$ cat src/design/assert_macros.svh
// assertion macros shared by the rtl files
`ifndef ASSERT_MACROS_SVH
`define ASSERT_MACROS_SVH

// checked at every rising edge outside reset
`define TCQ_ASSERT(name, clk, rstn, prop, msg) \
    name: assert property (@(posedge clk) disable iff (!rstn) prop) else $error(msg);

// checked at every rising edge, reset included
`define TCQ_ASSERT_ALWAYS(name, clk, prop, msg) \
    name: assert property (@(posedge clk) prop) else $error(msg);

`endif

$ cat src/design/tcq_pkg.sv
// types and constants of the two-class oldest-first queue
`timescale 1ns / 1ps

package tcq_pkg;

    localparam int VALUE_W             = 32;
    localparam int SEQ_W               = 6;
    localparam int CHOICE_W            = 2;
    localparam int DEFAULT_QUEUE_DEPTH = 16;

    localparam logic OP_ARRIVE = 1'b0;
    localparam logic OP_TAKE   = 1'b1;

    localparam logic [CHOICE_W-1:0] CHOICE_OLDEST = 2'd0;
    localparam logic [CHOICE_W-1:0] CHOICE_CLASS0 = 2'd1;
    localparam logic [CHOICE_W-1:0] CHOICE_CLASS1 = 2'd2;

    localparam logic CLASS_NONNEG = 1'b0;
    localparam logic CLASS_NEG    = 1'b1;

    typedef struct packed {
        logic [SEQ_W-1:0]          seq;
        logic signed [VALUE_W-1:0] value;
    } entry_t;

    typedef struct packed {
        logic empty;
        logic full;
    } fifo_status_t;

endpackage

$ cat src/design/two_class_oldest_first_queue_unit.sv
// top level of the two-class oldest-first queue
`timescale 1ns / 1ps

`include "assert_macros.svh"

// channel  | ports                                        | role
// s_ (in)  | s_valid s_ready s_opcode s_item_value         | arrival or take request beat
//          | s_take_choice                                |
// m_ (out) | m_valid m_ready m_taken_value m_taken_class  | removed item beat
//
// one beat per cycle unless a take waits on a stalled result; a take result is registered
// after the input register; the rate is set by the fifo pointer update and front prefetch
// reset clears pointers, counts, sequence counter and both valid registers; stores are not
// cleared, only entries that were written are read
// a stalled result stops only takes that remove an item; arrivals and takes on an empty
// class keep flowing past a waiting result

module two_class_oldest_first_queue_unit #(
    parameter int QUEUE_DEPTH = tcq_pkg::DEFAULT_QUEUE_DEPTH
) (
    input  logic                               aclk,
    input  logic                               aresetn,
    input  logic                               s_valid,
    output logic                               s_ready,
    input  logic                               s_opcode,
    input  logic signed [tcq_pkg::VALUE_W-1:0] s_item_value,
    input  logic [tcq_pkg::CHOICE_W-1:0]       s_take_choice,
    output logic                               m_valid,
    input  logic                               m_ready,
    output logic signed [tcq_pkg::VALUE_W-1:0] m_taken_value,
    output logic                               m_taken_class
);

    // input register
    logic                               in_valid_reg;
    logic                               in_opcode_reg;
    logic signed [tcq_pkg::VALUE_W-1:0] in_value_reg;
    logic [tcq_pkg::CHOICE_W-1:0]       in_choice_reg;

    // sequence counter and result register
    logic [tcq_pkg::SEQ_W-1:0]          seq_reg, seq_next;
    logic                               m_valid_reg, m_valid_next;
    logic signed [tcq_pkg::VALUE_W-1:0] m_value_reg;
    logic                               m_class_reg;

    tcq_pkg::entry_t       front0, front1, push_entry;
    tcq_pkg::fifo_status_t st0, st1;

    logic                      out_free;
    logic                      take_hit;
    logic                      take_cls;
    logic                      proc_fire;
    logic                      push0, push1, pop0, pop1;
    logic [tcq_pkg::SEQ_W-1:0] age_diff;

    assign out_free = !m_valid_reg || m_ready;
    // positive distance from front 0 to front 1 means front 0 arrived first
    assign age_diff = front1.seq - front0.seq;

    // pick the class a take would remove from
    always_comb begin
        take_hit = 1'b0;
        take_cls = tcq_pkg::CLASS_NONNEG;
        unique case (in_choice_reg)
            tcq_pkg::CHOICE_OLDEST: begin
                priority if (!st0.empty && !st1.empty) begin
                    take_hit = 1'b1;
                    take_cls = age_diff[tcq_pkg::SEQ_W-1] ? tcq_pkg::CLASS_NEG
                                                          : tcq_pkg::CLASS_NONNEG;
                end else if (!st0.empty) begin
                    take_hit = 1'b1;
                    take_cls = tcq_pkg::CLASS_NONNEG;
                end else if (!st1.empty) begin
                    take_hit = 1'b1;
                    take_cls = tcq_pkg::CLASS_NEG;
                end else begin
                    take_hit = 1'b0;
                end
            end
            tcq_pkg::CHOICE_CLASS0: begin
                take_hit = !st0.empty;
                take_cls = tcq_pkg::CLASS_NONNEG;
            end
            default: begin
                // class 1 choice and the unused code both take from class 1
                take_hit = !st1.empty;
                take_cls = tcq_pkg::CLASS_NEG;
            end
        endcase
    end

    // a take that hits needs room in the result register, everything else goes through
    assign proc_fire = in_valid_reg &&
                       ((in_opcode_reg == tcq_pkg::OP_ARRIVE) || !take_hit || out_free);
    assign s_ready   = !in_valid_reg || proc_fire;

    assign push0 = proc_fire && (in_opcode_reg == tcq_pkg::OP_ARRIVE) &&
                   !in_value_reg[tcq_pkg::VALUE_W-1] && !st0.full;
    assign push1 = proc_fire && (in_opcode_reg == tcq_pkg::OP_ARRIVE) &&
                   in_value_reg[tcq_pkg::VALUE_W-1] && !st1.full;
    assign pop0  = proc_fire && (in_opcode_reg == tcq_pkg::OP_TAKE) && take_hit &&
                   (take_cls == tcq_pkg::CLASS_NONNEG);
    assign pop1  = proc_fire && (in_opcode_reg == tcq_pkg::OP_TAKE) && take_hit &&
                   (take_cls == tcq_pkg::CLASS_NEG);

    assign push_entry.seq   = seq_reg;
    assign push_entry.value = in_value_reg;

    // dropped arrivals leave the counter alone
    assign seq_next = (push0 || push1) ? seq_reg + 1'b1 : seq_reg;

    always_comb begin
        m_valid_next = m_valid_reg;
        if (pop0 || pop1) begin
            m_valid_next = 1'b1;
        end else if (m_ready) begin
            m_valid_next = 1'b0;
        end
    end

    tcq_fifo #(
        .QUEUE_DEPTH(QUEUE_DEPTH)
    ) u_class0 (
        .aclk      (aclk),
        .aresetn   (aresetn),
        .push      (push0),
        .push_entry(push_entry),
        .pop       (pop0),
        .front     (front0),
        .status    (st0)
    );

    tcq_fifo #(
        .QUEUE_DEPTH(QUEUE_DEPTH)
    ) u_class1 (
        .aclk      (aclk),
        .aresetn   (aresetn),
        .push      (push1),
        .push_entry(push_entry),
        .pop       (pop1),
        .front     (front1),
        .status    (st1)
    );

    // control registers
    always_ff @(posedge aclk) begin
        if (!aresetn) begin
            in_valid_reg <= 1'b0;
            seq_reg      <= '0;
            m_valid_reg  <= 1'b0;
        end else begin
            if (s_ready) begin
                in_valid_reg <= s_valid;
            end
            seq_reg     <= seq_next;
            m_valid_reg <= m_valid_next;
        end
    end

    // payload registers
    always_ff @(posedge aclk) begin
        if (s_valid && s_ready) begin
            in_opcode_reg <= s_opcode;
            in_value_reg  <= s_item_value;
            in_choice_reg <= s_take_choice;
        end
        if (pop0 || pop1) begin
            m_value_reg <= pop1 ? front1.value : front0.value;
            m_class_reg <= pop1 ? tcq_pkg::CLASS_NEG : tcq_pkg::CLASS_NONNEG;
        end
    end

    assign m_valid       = m_valid_reg;
    assign m_taken_value = m_value_reg;
    assign m_taken_class = m_class_reg;

    // a successful take always lands in the result register
    `TCQ_ASSERT(a_take_gives_beat, aclk, aresetn, (pop0 || pop1) |=> m_valid_reg, "take lost")
    // never remove from an empty class
    `TCQ_ASSERT(a_no_pop_empty, aclk, aresetn, !(pop0 && st0.empty) && !(pop1 && st1.empty), "pop from empty class")
    // a held request keeps its opcode
    `TCQ_ASSERT(a_hold_request, aclk, aresetn, (in_valid_reg && !proc_fire) |=> (in_valid_reg && $stable(in_opcode_reg)), "held request changed")
    // reset leaves no result pending
    `TCQ_ASSERT_ALWAYS(a_reset_clears, aclk, !aresetn |=> !m_valid_reg, "result valid after reset")

endmodule

$ cat src/design/tcq_fifo.sv
// one class fifo with a registered front entry
`timescale 1ns / 1ps

`include "assert_macros.svh"

module tcq_fifo #(
    parameter int QUEUE_DEPTH = tcq_pkg::DEFAULT_QUEUE_DEPTH
) (
    input  logic                  aclk,
    input  logic                  aresetn,
    input  logic                  push,
    input  tcq_pkg::entry_t       push_entry,
    input  logic                  pop,
    output tcq_pkg::entry_t       front,
    output tcq_pkg::fifo_status_t status
);

    localparam int AW = $clog2(QUEUE_DEPTH);
    localparam int CW = $clog2(QUEUE_DEPTH + 1);
    localparam logic [AW-1:0] LAST_SLOT = AW'(QUEUE_DEPTH - 1);
    localparam logic [CW-1:0] FULL_COUNT = CW'(QUEUE_DEPTH);

    tcq_pkg::entry_t mem [QUEUE_DEPTH];

    logic [AW-1:0]   head_reg, head_next;
    logic [AW-1:0]   tail_reg, tail_next;
    logic [CW-1:0]   count_reg, count_next;
    tcq_pkg::entry_t rd_data_reg;
    tcq_pkg::entry_t byp_data_reg;
    logic            byp_reg, byp_next;

    always_comb begin
        head_next  = head_reg;
        tail_next  = tail_reg;
        count_next = count_reg;
        if (pop) begin
            head_next = (head_reg == LAST_SLOT) ? '0 : head_reg + 1'b1;
        end
        if (push) begin
            tail_next = (tail_reg == LAST_SLOT) ? '0 : tail_reg + 1'b1;
        end
        if (push && !pop) begin
            count_next = count_reg + 1'b1;
        end else if (pop && !push) begin
            count_next = count_reg - 1'b1;
        end
        // new front is being written right now
        byp_next = push && (tail_reg == head_next);
    end

    always_ff @(posedge aclk) begin
        if (!aresetn) begin
            head_reg  <= '0;
            tail_reg  <= '0;
            count_reg <= '0;
            byp_reg   <= 1'b0;
        end else begin
            head_reg  <= head_next;
            tail_reg  <= tail_next;
            count_reg <= count_next;
            byp_reg   <= byp_next;
        end
    end

    always_ff @(posedge aclk) begin
        if (push) begin
            mem[tail_reg] <= push_entry;
        end
        rd_data_reg  <= mem[head_next];
        byp_data_reg <= push_entry;
    end

    assign front        = byp_reg ? byp_data_reg : rd_data_reg;
    assign status.empty = (count_reg == '0);
    assign status.full  = (count_reg == FULL_COUNT);

endmodule
$ cat config.mk
export PLATFORM = sky130hd
export DESIGN_NAME = two_class_oldest_first_queue_unit
export DESIGN_NICKNAME = d
export VERILOG_FILES = /design/src/design/tcq_pkg.sv /design/src/design/two_class_oldest_first_queue_unit.sv /design/src/design/tcq_fifo.sv
export VERILOG_INCLUDE_DIRS = /design/src /design/src/design
export SDC_FILE = /design/constraint.sdc
export NUM_CORES = 1
export LEC_CHECK = 0
export ABC_CLOCK_PERIOD_IN_PS = 6000
export BUFFER_PORTS_ARGS = -buffer_cell sky130_fd_sc_hd__clkbuf_2
export CELL_PAD_IN_SITES_DETAIL_PLACEMENT = 0
export CELL_PAD_IN_SITES_GLOBAL_PLACEMENT = 1
export CORE_UTILIZATION = 55
export CTS_CLUSTER_DIAMETER = 80
export DETAILED_ROUTE_END_ITERATION = 10
export GPL_TIMING_DRIVEN = 0
export PLACE_DENSITY = 0.79
export SLEW_MARGIN = 20
export SYNTH_ARGS = -nofsm -noshare
export SYNTH_HDL_FRONTEND = slang
export SYNTH_SLANG_ARGS = --single-unit
$ cat constraint.sdc
create_clock -name aclk -period 6 [get_ports aclk]
set_input_delay 0.6 -clock aclk [delete_from_list [all_inputs] [get_ports aclk]]
set_output_delay 0.6 -clock aclk [all_outputs]
set_load 0.02 [all_outputs]
==> run metrics <==
Hold Crit Class=input pin to register; Iter 0 DRT Violations=around 3200; hpwl dp=86.1 mm; DRC violations left=0; DR WL/cell=27.5 um; Clock Latency Late Sink=0.76 ns; Mapped Area=53400 um2; CP max-delay cell=clkbuf_1; CTS clk-pin slew, worst paths=around 0.060 ns; Synth cell types=just over 60; Seq. cell area=41600 um2; Clock power frac=41.6%; sequential area share after synthesis=a little under 80%; EDFF count, synth=~1300; clk buf depth=3; crit-path leading delay family=compound AO/OA/AOI/OAI gates; clk_skew=between 0.02 and 0.03 ns; CTS tree=done; # rows=113; initial antenna violation count=4; GRT overflow=0; number of fillers in the final layout=6395; asr flop ratio synth=0%; NetSw=4.20 mW; WHS=0.0422 ns; Final Hold Viols=0; Ys Warns=0; syn_area_per_cell=18.4 um2; FF+latch count, synth=1434; Pre-antenna DRT Iters=6; Sw Ratio=20.6%; run status=complete, no violations; total routed wirelength=127 mm; Internal Pwr Total=roughly 16 mW; critical path class=register to register; Routed Antenna Nets=0; design area=61700 um2; first-pass GRT wire length=roughly 190 mm; crit-path cells=buf_4, mux2_2, ha_1, nand2_1, o21ai_0, a211oi_1, o32ai_2, a21boi_0, nor2_2, clkbuf_1, buf_2, a21oi_1, a221oi_1, or4_1; sequential share of power=54.7%; fin nets=3293; Synth-to-Final Area Change=15.6%; Comb pwr share=under 10%; number of setup violations in the final report=0; cts bufs inserted=139; Initial Utilization=55.8%; RSZ-0062 raised after global routing=no; ys flop type=edfxtp_1; vias=28600; Final min period=5.55 ns; Die X=314 um; Worst Path Max Fanout=10; Setup crit start kind=register; Syn Inst Count=2898; largest net degree at the start of global routing=38; Leakage=19.8 nW; gpl congestion=0.836; max-cap violations=0; Slew @ Worst Pin=1.09 ns; post-placement cell count=4309; chip height=314 um; I/O pin count=74; CP Data Required Time=6.68 ns; Total Die Area=98300 um2; crit share post-route=92.5%; area of the multi-input gates=approximately 11000 um2; start of the worst register-to-register path=u_class1.byp_reg; WP buf/inv=3; Net Count, Synth=2962; Vias/cell=6.20; Tot GR Track Use=26.1%; via count of the first global-routing pass=29200; fin. max-slew vios=0; CTS Root Cell=clkbuf_16; Final Non-Filler Cells=about 4600; slew margin rel.=26.5%; core area=95600 um2; CP max stage delay=0.81 ns; Post-DP Area=56700 um2; CP endpoint kind=register; Critical Path AT=6.23 ns; clk sink count=1434; R2R setup slack=0.45 ns; peak supply drop=0.000331 V; top flop regs=u_class0.mem (608), u_class1.mem (608); Critical path origin=u_class1.byp_reg; Max Freq=0.180 GHz; layout cells sized above 1=19.0%; number of buffers added on ports=73; min-delay src=s_item_value[28]; CTS H-tree lvls=4; Pwr Density=331 nW/um2
## stage by stage
stage          setup TNS (ns)  total power, mW  utilization (%)  setup slack (ns)
2_1_floorplan               0             11.8                -              1.25
3_3_place_gp          -542.40             12.0             57.9             -1.99
3_5_place_dp                0             12.1             59.3             0.326
4_1_cts                     0             20.5             64.2             0.253
5_1_grt                     0             20.9             64.5             0.291
6_report                    0             20.4             64.5             0.452
## synth_stat cells (all sizes together) (3+ instances only)
master | n | share of area (%)
mux2 | 5 | 0.11
and3 | 5 | 0.059
a22o | 3 | 0.049
a21boi | 4 | 0.056
or2 | 3 | 0.035
dfxtp | 150 | 5.6
nand2b | 8 | 0.094
nor4 | 3 | 0.063
a21oi | 163 | 1.5
edfxtp | 1284 | 72
nand2 | 219 | 1.5
a221oi | 148 | 2.4
a211oi | 3 | 0.042
o21ai | 16 | 0.15
nor3 | 11 | 0.10
nand4 | 8 | 0.094
and2 | 25 | 0.29
mux2i | 160 | 3.0
a21o | 5 | 0.070
nand3 | 7 | 0.066
or4 | 37 | 0.52
xor2 | 7 | 0.11
mux4 | 151 | 6.4
nor2 | 98 | 0.69
ha | 23 | 0.54
nor2b | 7 | 0.082
xnor2 | 25 | 0.41
buf | 78 | 0.84
inv | 14 | 0.10
a22oi | 75 | 1.1
clkbuf | 93 | 0.65
o22ai | 32 | 0.38
## power by group through the flow
stage	combinational [mW]	clock (mW)	sequential [mW]
global placement	0.586	0	11.5
global route	0.807	8.95	11.2
floorplan	0.404	0	11.4
CTS	0.646	8.57	11.2
detailed placement	0.630	0	11.5
finish	0.755	8.50	11.2
## cells by family after synthesis
| group | after synthesis | synth area share (%) |
|---|---|---|
| buffers and inverters | 185 | 1.60 |
| xor gates and xnor gates | 32 | 0.525 |
| DFF | 1434 | 77.9 |
| and+or+nand+nor | 436 | 3.71 |
| AOI/OAI and AO/OA | 470 | 6.20 |
| muxes | 316 | 9.48 |
| adders and majority gates | 25 | 0.614 |
## final timing paths
path,depth (start not counted),to
max,14,u_class0.rd_data_reg[35]
min,1,in_value_reg[28]
max reg2reg,14,u_class0.rd_data_reg[35]
min reg2reg,2,u_class1.count_reg[4]
## worst reg2reg max path, delay by kind of cell (launching register included)
family	cells	cell delay, ns
AO/OA/AOI/OAI	6	2.13
adder cells (fa/ha/maj)	1	0.32
buffers and inverters	3	1.45
flip-flops	1	0.32
multiplexers	1	0.35
AND/OR/NAND/NOR	3	0.94
## what timing repair did
action,4_1_cts,5_1_grt
setup endpoints to repair,0,2
hold buffers,22,0
resized for setup,0,1
hold endpoints to repair,22,0
setup buffers,0,0
## final cells by class
type	instances	area share, %
Tap cell	1265	2.57
Buffer	171	1.30
Antenna cell	1	0.00406
Clock inverter	70	0.909
Inverter	14	0.0892
Timing Repair Buffer	190	3.31
Sequential cell	1434	67.4
Multi-Input combinational cell	1279	18.1
Clock buffer	185	6.31
## layer usage
| layer | vias up | GRT usage, % | part of all wire, % | wire length (um) |
|---|---|---|---|---|
| met5 | - | 0 | 0 | 0 |
| met3 | 227 | 4.02 | 7.4 | 9340 |
| met4 | 0 | 7.66 | 2.5 | 3150 |
| met2 | 1260 | 44.2 | 50 | 63900 |
| li1 | 12300 | - | - | - |
| met1 | 14800 | 35.2 | 40 | 50400 |
## cell usage in the layout (no fill, tap or decap), types with 75 or more instances in the layout
cell type and instances:
a21oi_1 163, a221oi_1 148, a22oi_1 75, clkbuf_1 123, clkbuf_16 146, dfxtp_1 144, edfxtp_1 1284, mux2i_1 160
mux4_2 151, nand2_1 219
(Power assumes the default switching activity.)
